File: src/sv/fba_pkg.sv
package fba_pkg;

    localparam int OPCODE_W = 1;
    localparam int IDX_W    = 10;
    localparam int STATUS_W = 2;
    localparam int CNT_W    = 11;

    localparam logic [OPCODE_W-1:0] OP_ALLOC = 1'b0;
    localparam logic [OPCODE_W-1:0] OP_FREE  = 1'b1;

    localparam logic [STATUS_W-1:0] STATUS_OK    = 2'd0;
    localparam logic [STATUS_W-1:0] STATUS_NONE  = 2'd1;
    localparam logic [STATUS_W-1:0] STATUS_RANGE = 2'd2;

    typedef enum logic [1:0] {
        SEL_GRANT,
        SEL_FREED,
        SEL_NONE,
        SEL_RANGE
    } out_sel_t;

    typedef struct packed {
        logic     accept;
        logic     init_clr;
        logic     pop_rd;
        logic     scan_init;
        logic     map_rd_scan;
        logic     scan_chk;
        logic     fl_rd_stk;
        logic     fl_rd_map;
        logic     fl_wr;
        logic     push;
        logic     set_start_first;
        logic     zero_start;
        logic     load_out;
        out_sel_t out_sel;
    } cmd_t;

    typedef struct packed {
        logic req_free;
        logic req_bad;
        logic stack_empty;
        logic stack_full;
        logic clear_zero;
        logic scan_done;
        logic clr_done;
        logic out_free;
    } stat_t;

endpackage

File: src/sv/fba_req_if.sv
interface fba_req_if;
    logic                        valid;
    logic                        ready;
    logic [fba_pkg::OPCODE_W-1:0] opcode;
    logic [fba_pkg::IDX_W-1:0]    block_index;

    modport source (output valid, output opcode, output block_index, input ready);
    modport sink   (input valid, input opcode, input block_index, output ready);
endinterface

File: src/sv/fba_rsp_if.sv
interface fba_rsp_if;
    logic                         valid;
    logic                         ready;
    logic [fba_pkg::STATUS_W-1:0] status;
    logic [fba_pkg::IDX_W-1:0]    granted_block;
    logic [fba_pkg::CNT_W-1:0]    free_count;

    modport source (output valid, output status, output granted_block, output free_count,
                    input ready);
    modport sink   (input valid, input status, input granted_block, input free_count,
                    output ready);
endinterface

File: src/sv/fba_datapath.sv
module fba_datapath #(
    parameter int NUM_BLOCKS  = 1024,
    parameter int STACK_DEPTH = 16
) (
    input  logic                         clk,
    input  logic                         rst_n,
    input  fba_pkg::cmd_t                cmd,
    output fba_pkg::stat_t               stat,
    input  logic [fba_pkg::OPCODE_W-1:0] in_opcode,
    input  logic [fba_pkg::IDX_W-1:0]    in_block_index,
    input  logic                         out_ready,
    output logic                         out_valid,
    output logic [fba_pkg::STATUS_W-1:0] out_status,
    output logic [fba_pkg::IDX_W-1:0]    out_granted_block,
    output logic [fba_pkg::CNT_W-1:0]    out_free_count
);

    localparam int IW = $clog2(NUM_BLOCKS);
    localparam int CW = $clog2(NUM_BLOCKS + 1);
    localparam int SW = $clog2(STACK_DEPTH + 1);
    localparam int AW = (STACK_DEPTH > 1) ? $clog2(STACK_DEPTH) : 1;
    localparam logic [IW-1:0] LAST_BLOCK = IW'(NUM_BLOCKS - 1);
    localparam logic [CW-1:0] FULL_COUNT = CW'(NUM_BLOCKS);
    localparam logic [SW-1:0] FULL_STACK = SW'(STACK_DEPTH);

    logic                          map_mem [NUM_BLOCKS];
    logic                          map_rdata_reg;
    logic [IW-1:0]                 stack_mem [STACK_DEPTH];
    logic [IW-1:0]                 stack_rdata_reg;

    logic [fba_pkg::OPCODE_W-1:0]  req_op_reg;
    logic [fba_pkg::IDX_W-1:0]     req_idx_reg;
    logic [SW-1:0]                 stack_count_reg, stack_count_next;
    logic [CW-1:0]                 clear_count_reg, clear_count_next;
    logic [IW-1:0]                 scan_start_reg, scan_start_next;
    logic [IW-1:0]                 scan_addr_reg, scan_addr_next;
    logic                          scan_done_reg, scan_done_next;
    logic [IW-1:0]                 first_reg, first_next;
    logic [IW-1:0]                 clr_addr_reg, clr_addr_next;
    logic                          clr_done_reg, clr_done_next;
    logic                          out_valid_reg, out_valid_next;
    logic [fba_pkg::STATUS_W-1:0]  status_reg, status_next;
    logic [fba_pkg::IDX_W-1:0]     grant_reg, grant_next;
    logic [fba_pkg::CNT_W-1:0]     count_out_reg, count_out_next;

    logic [31:0]                   req_wide;
    logic [IW-1:0]                 req_blk;
    logic [31:0]                   grant_wide;
    logic [31:0]                   count_wide;
    logic [SW-1:0]                 count_dec;
    logic [AW-1:0]                 stk_waddr;
    logic [AW-1:0]                 stk_raddr;
    logic                          stk_we;
    logic                          stk_re;
    logic [IW-1:0]                 stk_wdata;
    logic                          map_we;
    logic                          map_re;
    logic                          map_wdata;
    logic [IW-1:0]                 map_waddr;
    logic [IW-1:0]                 map_raddr;
    logic                          out_free;

    assign req_wide   = 32'(req_idx_reg);
    assign req_blk    = req_wide[IW-1:0];
    assign grant_wide = 32'(stack_rdata_reg);
    assign count_wide = 32'(clear_count_reg);
    assign count_dec  = stack_count_reg - SW'(1);
    assign stk_waddr  = stack_count_reg[AW-1:0];
    assign stk_raddr  = count_dec[AW-1:0];
    assign out_free   = !out_valid_reg || out_ready;

    assign stat.req_free    = (req_op_reg == fba_pkg::OP_FREE);
    assign stat.req_bad     = (req_wide >= 32'(NUM_BLOCKS));
    assign stat.stack_empty = (stack_count_reg == '0);
    assign stat.stack_full  = (stack_count_reg == FULL_STACK);
    assign stat.clear_zero  = (clear_count_reg == '0);
    assign stat.scan_done   = scan_done_reg;
    assign stat.clr_done    = clr_done_reg;
    assign stat.out_free    = out_free;

    assign stk_we    = (cmd.scan_chk && !map_rdata_reg) || cmd.push;
    assign stk_wdata = cmd.push ? req_blk : scan_addr_reg;
    assign stk_re    = cmd.pop_rd || cmd.fl_rd_stk;

    assign map_re    = cmd.map_rd_scan || cmd.fl_rd_map;
    assign map_raddr = cmd.map_rd_scan ? scan_addr_reg : stack_rdata_reg;

    always_comb
    begin
        map_we    = 1'b0;
        map_wdata = 1'b0;
        map_waddr = stack_rdata_reg;
        if (cmd.init_clr)
        begin
            map_we    = 1'b1;
            map_waddr = clr_addr_reg;
        end
        else if (cmd.scan_chk)
        begin
            map_we    = !map_rdata_reg;
            map_wdata = 1'b1;
            map_waddr = scan_addr_reg;
        end
        else if (cmd.fl_wr)
        begin
            map_we = map_rdata_reg;
        end
    end

    always_ff @(posedge clk)
    begin
        if (map_we)
        begin
            map_mem[map_waddr] <= map_wdata;
        end
        if (map_re)
        begin
            map_rdata_reg <= map_mem[map_raddr];
        end
    end

    always_ff @(posedge clk)
    begin
        if (stk_we)
        begin
            stack_mem[stk_waddr] <= stk_wdata;
        end
        if (stk_re)
        begin
            stack_rdata_reg <= stack_mem[stk_raddr];
        end
    end

    always_ff @(posedge clk)
    begin
        if (cmd.accept)
        begin
            req_op_reg  <= in_opcode;
            req_idx_reg <= in_block_index;
        end
    end

    always_comb
    begin
        stack_count_next = stack_count_reg;
        clear_count_next = clear_count_reg;
        scan_start_next  = scan_start_reg;
        scan_addr_next   = scan_addr_reg;
        scan_done_next   = scan_done_reg;
        first_next       = first_reg;
        clr_addr_next    = clr_addr_reg;
        clr_done_next    = clr_done_reg;

        if (cmd.init_clr)
        begin
            clr_addr_next = clr_addr_reg + IW'(1);
            if (clr_addr_reg == LAST_BLOCK)
            begin
                clr_done_next = 1'b1;
            end
        end
        if (cmd.scan_init)
        begin
            scan_addr_next = scan_start_reg;
            scan_done_next = 1'b0;
        end
        if (cmd.scan_chk)
        begin
            scan_addr_next = scan_addr_reg + IW'(1);
            if (scan_addr_reg == LAST_BLOCK)
            begin
                scan_done_next = 1'b1;
            end
            if (!map_rdata_reg)
            begin
                stack_count_next = stack_count_reg + SW'(1);
                if (stack_count_reg == '0)
                begin
                    first_next = scan_addr_reg;
                end
                if (clear_count_reg != '0)
                begin
                    clear_count_next = clear_count_reg - CW'(1);
                end
            end
        end
        if (cmd.pop_rd || cmd.fl_rd_stk)
        begin
            stack_count_next = count_dec;
        end
        if (cmd.fl_wr && map_rdata_reg && (clear_count_reg != FULL_COUNT))
        begin
            clear_count_next = clear_count_reg + CW'(1);
        end
        if (cmd.push)
        begin
            stack_count_next = stack_count_reg + SW'(1);
            scan_start_next  = req_blk;
        end
        if (cmd.set_start_first)
        begin
            scan_start_next = first_reg;
        end
        if (cmd.zero_start)
        begin
            scan_start_next = '0;
        end
    end

    always_comb
    begin
        out_valid_next = out_valid_reg && !out_ready;
        status_next    = status_reg;
        grant_next     = grant_reg;
        count_out_next = count_out_reg;
        if (cmd.load_out)
        begin
            out_valid_next = 1'b1;
            count_out_next = count_wide[fba_pkg::CNT_W-1:0];
            grant_next     = '0;
            case (cmd.out_sel)
                fba_pkg::SEL_GRANT:
                begin
                    status_next = fba_pkg::STATUS_OK;
                    grant_next  = grant_wide[fba_pkg::IDX_W-1:0];
                end
                fba_pkg::SEL_FREED: status_next = fba_pkg::STATUS_OK;
                fba_pkg::SEL_NONE:  status_next = fba_pkg::STATUS_NONE;
                fba_pkg::SEL_RANGE: status_next = fba_pkg::STATUS_RANGE;
                default:            status_next = fba_pkg::STATUS_OK;
            endcase
        end
    end

    always_ff @(posedge clk or negedge rst_n)
    begin
        if (!rst_n)
        begin
            stack_count_reg <= '0;
            clear_count_reg <= FULL_COUNT;
            scan_start_reg  <= '0;
            scan_done_reg   <= 1'b0;
            clr_addr_reg    <= '0;
            clr_done_reg    <= 1'b0;
            out_valid_reg   <= 1'b0;
        end
        else
        begin
            stack_count_reg <= stack_count_next;
            clear_count_reg <= clear_count_next;
            scan_start_reg  <= scan_start_next;
            scan_done_reg   <= scan_done_next;
            clr_addr_reg    <= clr_addr_next;
            clr_done_reg    <= clr_done_next;
            out_valid_reg   <= out_valid_next;
        end
    end

    always_ff @(posedge clk)
    begin
        scan_addr_reg <= scan_addr_next;
        first_reg     <= first_next;
        status_reg    <= status_next;
        grant_reg     <= grant_next;
        count_out_reg <= count_out_next;
    end

    assign out_valid         = out_valid_reg;
    assign out_status        = status_reg;
    assign out_granted_block = grant_reg;
    assign out_free_count    = count_out_reg;

`ifndef SYNTHESIS
    a_stack_bound: assert property (@(posedge clk) disable iff (!rst_n)
        stack_count_reg <= FULL_STACK)
        else $error("stack count above depth");
    a_clear_bound: assert property (@(posedge clk) disable iff (!rst_n)
        clear_count_reg <= FULL_COUNT)
        else $error("clear count above block count");
    a_push_room: assert property (@(posedge clk) disable iff (!rst_n)
        (cmd.push || cmd.scan_chk) |-> !stat.stack_full)
        else $error("push onto full stack");
    a_no_overwrite: assert property (@(posedge clk) disable iff (!rst_n)
        cmd.load_out |-> out_free)
        else $error("result register overwritten");
    a_map_after_clear: assert property (@(posedge clk) disable iff (!rst_n)
        (map_we && !cmd.init_clr) |-> clr_done_reg)
        else $error("bitmap written during clearing pass");
`endif

endmodule

File: src/sv/fba_controller.sv
module fba_controller (
    input  logic           clk,
    input  logic           rst_n,
    input  logic           in_valid,
    output logic           in_ready,
    input  fba_pkg::stat_t stat,
    output fba_pkg::cmd_t  cmd
);

    typedef enum logic [3:0] {
        S_INIT,
        S_IDLE,
        S_DECODE,
        S_POP_RD,
        S_POP_OUT,
        S_SCAN_RD,
        S_SCAN_CHK,
        S_FL_CHECK,
        S_FL_RD_MAP,
        S_FL_WR,
        S_PUSH,
        S_RPT_NONE,
        S_RPT_RANGE
    } state_t;

    state_t state_reg, state_next;

    assign in_ready = (state_reg == S_IDLE);

    always_comb
    begin
        state_next  = state_reg;
        cmd         = '0;
        cmd.out_sel = fba_pkg::SEL_GRANT;
        case (state_reg)
            S_INIT:
            begin
                cmd.init_clr = !stat.clr_done;
                if (stat.clr_done)
                begin
                    state_next = S_IDLE;
                end
            end
            S_IDLE:
            begin
                if (in_valid)
                begin
                    cmd.accept = 1'b1;
                    state_next = S_DECODE;
                end
            end
            S_DECODE:
            begin
                if (stat.req_free)
                begin
                    if (stat.req_bad)
                    begin
                        state_next = S_RPT_RANGE;
                    end
                    else if (stat.stack_full)
                    begin
                        state_next = S_FL_CHECK;
                    end
                    else
                    begin
                        state_next = S_PUSH;
                    end
                end
                else if (!stat.stack_empty)
                begin
                    state_next = S_POP_RD;
                end
                else if (stat.clear_zero)
                begin
                    state_next = S_RPT_NONE;
                end
                else
                begin
                    cmd.scan_init = 1'b1;
                    state_next    = S_SCAN_RD;
                end
            end
            S_POP_RD:
            begin
                cmd.pop_rd = 1'b1;
                state_next = S_POP_OUT;
            end
            S_POP_OUT:
            begin
                if (stat.out_free)
                begin
                    cmd.load_out = 1'b1;
                    cmd.out_sel  = fba_pkg::SEL_GRANT;
                    state_next   = S_IDLE;
                end
            end
            S_SCAN_RD:
            begin
                if (stat.stack_full || stat.scan_done)
                begin
                    if (stat.stack_empty)
                    begin
                        state_next = S_RPT_NONE;
                    end
                    else
                    begin
                        cmd.set_start_first = 1'b1;
                        state_next          = S_POP_RD;
                    end
                end
                else
                begin
                    cmd.map_rd_scan = 1'b1;
                    state_next      = S_SCAN_CHK;
                end
            end
            S_SCAN_CHK:
            begin
                cmd.scan_chk = 1'b1;
                state_next   = S_SCAN_RD;
            end
            S_FL_CHECK:
            begin
                if (stat.stack_empty)
                begin
                    state_next = S_PUSH;
                end
                else
                begin
                    cmd.fl_rd_stk = 1'b1;
                    state_next    = S_FL_RD_MAP;
                end
            end
            S_FL_RD_MAP:
            begin
                cmd.fl_rd_map = 1'b1;
                state_next    = S_FL_WR;
            end
            S_FL_WR:
            begin
                cmd.fl_wr  = 1'b1;
                state_next = S_FL_CHECK;
            end
            S_PUSH:
            begin
                if (stat.out_free)
                begin
                    cmd.push     = 1'b1;
                    cmd.load_out = 1'b1;
                    cmd.out_sel  = fba_pkg::SEL_FREED;
                    state_next   = S_IDLE;
                end
            end
            S_RPT_NONE:
            begin
                if (stat.out_free)
                begin
                    cmd.zero_start = 1'b1;
                    cmd.load_out   = 1'b1;
                    cmd.out_sel    = fba_pkg::SEL_NONE;
                    state_next     = S_IDLE;
                end
            end
            S_RPT_RANGE:
            begin
                if (stat.out_free)
                begin
                    cmd.load_out = 1'b1;
                    cmd.out_sel  = fba_pkg::SEL_RANGE;
                    state_next   = S_IDLE;
                end
            end
            default:
            begin
                state_next = S_IDLE;
            end
        endcase
    end

    always_ff @(posedge clk or negedge rst_n)
    begin
        if (!rst_n)
        begin
            state_reg <= S_INIT;
        end
        else
        begin
            state_reg <= state_next;
        end
    end

`ifndef SYNTHESIS
    a_accept_idle: assert property (@(posedge clk) disable iff (!rst_n)
        cmd.accept |=> (state_reg == S_DECODE))
        else $error("accepted transfer not decoded");
    a_pop_nonempty: assert property (@(posedge clk) disable iff (!rst_n)
        (cmd.pop_rd || cmd.fl_rd_stk) |-> !stat.stack_empty)
        else $error("pop from empty stack");
    a_no_accept_in_init: assert property (@(posedge clk) disable iff (!rst_n)
        !stat.clr_done |-> !in_ready)
        else $error("request taken during clearing pass");
`endif

endmodule

File: src/sv/free_block_stack_allocator.sv
// Channel | Dir | Fields                                         | Transfer
// req     | in  | opcode[0:0], block_index[9:0]                  | valid && ready
// rsp     | out | status[1:0], granted_block[9:0], free_count[10:0] | valid && ready
//
// A pop passes decode, stack read and result load, and a push decode and push; then the FSM is idle.
// A refill scan examines each block with a bitmap read and a check (one bitmap read port).
// A flush handles each stack entry with a stack read, a bitmap read and a bitmap write.
// After reset a clearing pass writes the bitmap; req.ready stays low until the pass is done.
// The result register lets the next request enter while a result waits on rsp.ready.
module free_block_stack_allocator #(
    parameter int NUM_BLOCKS  = 1024,
    parameter int STACK_DEPTH = 16
) (
    input  logic      clk,
    input  logic      rst_n,
    fba_req_if.sink   req,
    fba_rsp_if.source rsp
);

    fba_pkg::cmd_t  cmd;
    fba_pkg::stat_t stat;

    fba_controller u_ctl (
        .clk      (clk),
        .rst_n    (rst_n),
        .in_valid (req.valid),
        .in_ready (req.ready),
        .stat     (stat),
        .cmd      (cmd)
    );

    fba_datapath #(
        .NUM_BLOCKS  (NUM_BLOCKS),
        .STACK_DEPTH (STACK_DEPTH)
    ) u_dp (
        .clk               (clk),
        .rst_n             (rst_n),
        .cmd               (cmd),
        .stat              (stat),
        .in_opcode         (req.opcode),
        .in_block_index    (req.block_index),
        .out_ready         (rsp.ready),
        .out_valid         (rsp.valid),
        .out_status        (rsp.status),
        .out_granted_block (rsp.granted_block),
        .out_free_count    (rsp.free_count)
    );

endmodule

File: src/flat_wrapper.sv
// flat-port wrapper written by rule: the top's interface ports become plain ports
module free_block_stack_allocator_flat 
#(
    parameter int NUM_BLOCKS  = 1024,
    parameter int STACK_DEPTH = 16
)
  (clk, rst_n, req_valid, req_opcode, req_block_index, req_ready, rsp_valid, rsp_status, rsp_granted_block, rsp_free_count, rsp_ready);
  fba_req_if req_i ();
  fba_rsp_if rsp_i ();
  input  logic clk;
  input  logic rst_n;
  input wire logic [$bits(req_i.valid)-1:0] req_valid;
  input wire logic [$bits(req_i.opcode)-1:0] req_opcode;
  input wire logic [$bits(req_i.block_index)-1:0] req_block_index;
  output wire logic [$bits(req_i.ready)-1:0] req_ready;
  output wire logic [$bits(rsp_i.valid)-1:0] rsp_valid;
  output wire logic [$bits(rsp_i.status)-1:0] rsp_status;
  output wire logic [$bits(rsp_i.granted_block)-1:0] rsp_granted_block;
  output wire logic [$bits(rsp_i.free_count)-1:0] rsp_free_count;
  input wire logic [$bits(rsp_i.ready)-1:0] rsp_ready;
  assign req_i.valid = req_valid;
  assign req_i.opcode = req_opcode;
  assign req_i.block_index = req_block_index;
  assign req_ready = req_i.ready;
  assign rsp_valid = rsp_i.valid;
  assign rsp_status = rsp_i.status;
  assign rsp_granted_block = rsp_i.granted_block;
  assign rsp_free_count = rsp_i.free_count;
  assign rsp_i.ready = rsp_ready;
  free_block_stack_allocator #(.NUM_BLOCKS(NUM_BLOCKS), .STACK_DEPTH(STACK_DEPTH)) u_core (.clk(clk), .rst_n(rst_n), .req(req_i), .rsp(rsp_i));
endmodule
File: config.mk
export PLATFORM = sky130hd
export DESIGN_NAME = free_block_stack_allocator_flat
export DESIGN_NICKNAME = d
export VERILOG_FILES = /design/src/sv/fba_pkg.sv /design/src/sv/fba_req_if.sv /design/src/sv/fba_rsp_if.sv /design/src/sv/fba_datapath.sv /design/src/sv/fba_controller.sv /design/src/sv/free_block_stack_allocator.sv /design/src/flat_wrapper.sv
export SDC_FILE = /design/constraint.sdc
export NUM_CORES = 2
export LEC_CHECK = 0
export BUFFER_PORTS_ARGS = -buffer_cell sky130_fd_sc_hd__buf_2
export CELL_PAD_IN_SITES_DETAIL_PLACEMENT = 1
export CELL_PAD_IN_SITES_GLOBAL_PLACEMENT = 1
export CORE_MARGIN = 5
export CORE_UTILIZATION = 45
export DETAILED_ROUTE_END_ITERATION = 16
export PLACE_DENSITY = 0.74
export SYNTH_ARGS = -nofsm -noshare
export SYNTH_HDL_FRONTEND = slang
export SYNTH_SLANG_ARGS = --single-unit
File: constraint.sdc
create_clock -name clk -period 30.2 [get_ports clk]
set_clock_uncertainty 0.2 [all_clocks]
set_input_delay 0 -clock clk [delete_from_list [all_inputs] [get_ports clk]]
set_output_delay 0 -clock clk [all_outputs]
set_load 0.1 [all_outputs]
==> run metrics <==
outcome completed; Die X 364 um; Top reg by flops u_core.u_dp.map_mem; post-synthesis register bit count 1,292; mapped cell area 0.0563 sq mm; final hold violations 0; grt met3 use 4.19%; switching part of the total power 37.6%; PortBufs 39; postcts setup bufs 0; distinct cell type count after synthesis 67; Peak Freq 137 MHz; Critical Path RT 30.49 ns; CTS buffer count 139; # DRC 0; Synth Instances 4,719; crit-path max FO 120; Worst Path Arrival 7.59 ns; CTS tree built; Post-CTS Resized 0; clk slew on worst S/H paths 0.06 ns; via count 38,900; Internal Power 3560 uW; DRT Wirelength 175 mm; Ports 40; final net count 4,657; Setup crit start kind register; GRT Residual Overflow 0; DRT iter0 DRCs 4,685; Post-Syn Nets 4,751; clk sinks 1,292; CTS Buffer Depth 3; cell area after layout 0.0625 sq mm; H-tree lvl count 4; vias in the first global route 39,600; Placed Cells 6,094; Hold Path Class input pin to register; RSZ-0062 raised after global routing false; GRT Total Usage 26.1%; GRT busiest layer met2; leak pwr 0.0199 uW; final worst slack 22.90 ns; Worst setup EP type register; Power Density 91.3 mW/mm^2; met1 GRT Util 35.0%; met2 usage 42.9%; sequential share of power 37.5%; setup TNS 0 ns; worst slew pin tran 1.37 ns; post-DP HPWL 91.8 mm; Avg WL per Cell 27.5 um; setup violators final 0; initial antenna violation count 4; Largest regs u_core.u_dp.map_mem: 1024 flops, u_core.u_dp.stack_mem: 160 flops; fraction of layout cells with a size suffix above 1 10.4%; peak supply drop 0.0000834 V; worst rel slew slack 8.76%; Via density 6.10; EDFF count, synth 1,249; die area 0.132 sq mm; maxcap violations 0; Synth warnings 0; core area 0.124 sq mm; pre-CTS setup slack 22.91 ns; Initial Util 45.4%; 1st-pass router iterations 5; register area 0.0386 sq mm; clk_lat worst skew 0.78 ns; sequential share of the synthesized area 68.5%; routability cong. 0.796; max reg flops 1,024; Synth Flop Type edfxtp_1; area of the multi-input gates 0.0162 sq mm; FILL cells 12,700; antenna-violating nets left 0; area delta synth->final 11.0%; fin crit share 24.2%; Final Slew Violations 0; global-route wire length before repair 258 mm; largest net degree at the start of global routing 299; Die H 364 um; Crit Path Class register to register; post-synthesis async set-or-reset flop share 3.33%; fin cells 6,370; area post-placement 0.0579 sq mm; power share of the clock group 29.4%; Combinational Power Share 33.1%; Switch Pwr 2150 uW; syn avg cell area 11.9 sq um; clk root buf clkbuf_16; min Tclk post-route 7.30 ns; Rows 129
-- power groups by stage --
| stage | Clock, uW | Combinational (uW) | Sequential (uW) |
|---|---|---|---|
| after global placement | 0 | 1810 | 2170 |
| after CTS | 1690 | 1870 | 2140 |
| after floorplan | 0 | 1190 | 2280 |
| after global routing | 1770 | 2000 | 2150 |
| after detailed placement | 0 | 1850 | 2180 |
| final | 1680 | 1890 | 2140 |
-- layout by cell type, fill, tap and decap left out, types with 21 or more instances in the layout --
master         synthesis  final
buf_4                 23     91
o21ai_0               56     56
buf_2                 51     40
a22oi_1               41     41
a21oi_1               79     79
nor3_1                25     22
clkinv_1               0     34
clkbuf_16              0    145
mux2i_1               26     26
dlygate4sd3_1          0     27
a31oi_1              126    122
nor2_1              1085   1083
dfrtp_1               42     41
nand3_1              289    257
nand3_2                0     30
edfxtp_1            1249   1249
a32oi_1               56     56
mux4_2               103    103
xnor2_1               21     21
nand2_1              882    877
nand4_1               46     46
clkbuf_1             273     29
-- final timing paths --
check | start | to | slack (ns) | cells after the start
max reg2reg | u_core.u_dp.stack_count_reg[0] | u_core.u_dp.map_rdata_reg | 22.90 | 16
min in group asynchronous | rst_n | u_core.u_dp.stack_count_reg[0] | 0.22 | 4
min | rsp_ready | u_core.u_dp.out_status[0] | 0.07 | 4
max in group asynchronous | rst_n | u_core.u_dp.clear_count_reg[7] | 29.13 | 4
min reg2reg | u_core.u_dp.first_reg[7] | u_core.u_dp.scan_start_reg[7] | 0.26 | 2
max | u_core.u_dp.stack_count_reg[0] | u_core.u_dp.map_rdata_reg | 22.90 | 16
-- repair_timing --
item / CTS / global route
endpoints found under the setup margin: 0 / 0
hold buffers: 27 / 0
hold endpoints to repair: 115 / 0
-- logic make-up after synthesis --
group | after synthesis | share of synthesized area (%)
simple gates | 2408 | 17.4
flops | 1292 | 68.5
buf+inv | 417 | 3.33
compound gates | 410 | 4.78
mux | 145 | 5.11
xor+xnor | 30 | 0.467
fa+ha+maj | 17 | 0.391
-- metal layers --
metal,vias up,part of all wire (%)
met5,-,0.0040
met4,2,4.2
met3,404,7.8
met2,1701,48
met1,20200,40
li1,16600,-
-- Yosys cell counts (all sizes together) (4+ instances only) --
cell / instances / area, sq um
edfxtp: 1249 / 37500
nor2: 1085 / 4070
nand2: 882 / 3310
nand3: 289 / 1450
clkbuf: 273 / 1020
a31oi: 126 / 788
buf: 124 / 777
mux4: 111 / 2530
a21oi: 79 / 395
o21ai: 58 / 294
a32oi: 56 / 490
nand4: 46 / 288
dfrtp: 42 / 1050
a22oi: 41 / 308
mux2i: 26 / 260
nor3: 25 / 125
xnor2: 21 / 184
inv: 20 / 75.1
ha: 16 / 200
nor4: 16 / 100
and2: 13 / 83.8
nand2b: 12 / 75.1
a21o: 9 / 67.6
nor2b: 9 / 56.3
xor2: 9 / 78.8
and3: 8 / 50.1
mux2: 8 / 90.1
o31ai: 8 / 78.8
a22o: 6 / 52.6
nor3b: 6 / 45.0
o22ai: 5 / 31.3
a21boi: 4 / 30.0
nand3b: 4 / 30.0
o211ai: 4 / 30.0
or4: 4 / 30.0
-- worst max-delay path: stages (launching register included) --
cell	delay, ns
dfrtp_2	0.35
buf_4	0.67
inv_1	0.20
ha_1	0.32
and4bb_4	0.26
o31ai_4	0.28
and2_4	0.39
buf_12	0.53
buf_4	0.81
buf_4	0.91
mux2i_1	0.28
a32oi_1	0.09
a31oi_1	0.28
o21ai_0	0.13
nor4_1	0.77
or4_1	0.22
nand4_1	0.11
-- per-stage QoR --
| step | hold WS [ns] | util (%) | power [uW] |
|---|---|---|---|
| after floorplan | -0.496 | - | 3470 |
| after global placement | -0.0569 | 46.7 | 3990 |
| after detailed placement | -0.0351 | 46.7 | 4030 |
| after CTS | 0.0260 | 50.4 | 5700 |
| after global routing | 0.0777 | 50.4 | 5920 |
| final | 0.0708 | 50.4 | 5710 |
-- area by class of cell --
type | count | area share (%)
Clock buffer | 174 | 5.98
Sequential cell | 1292 | 61.7
Antenna cell | 1 | 0.00400
Timing Repair Buffer | 162 | 1.97
Multi-Input combinational cell | 3010 | 25.9
Tap cell | 1637 | 3.28
Inverter | 20 | 0.132
Clock inverter | 74 | 1.03
Note: power is estimated with default switching activity, not from simulation.
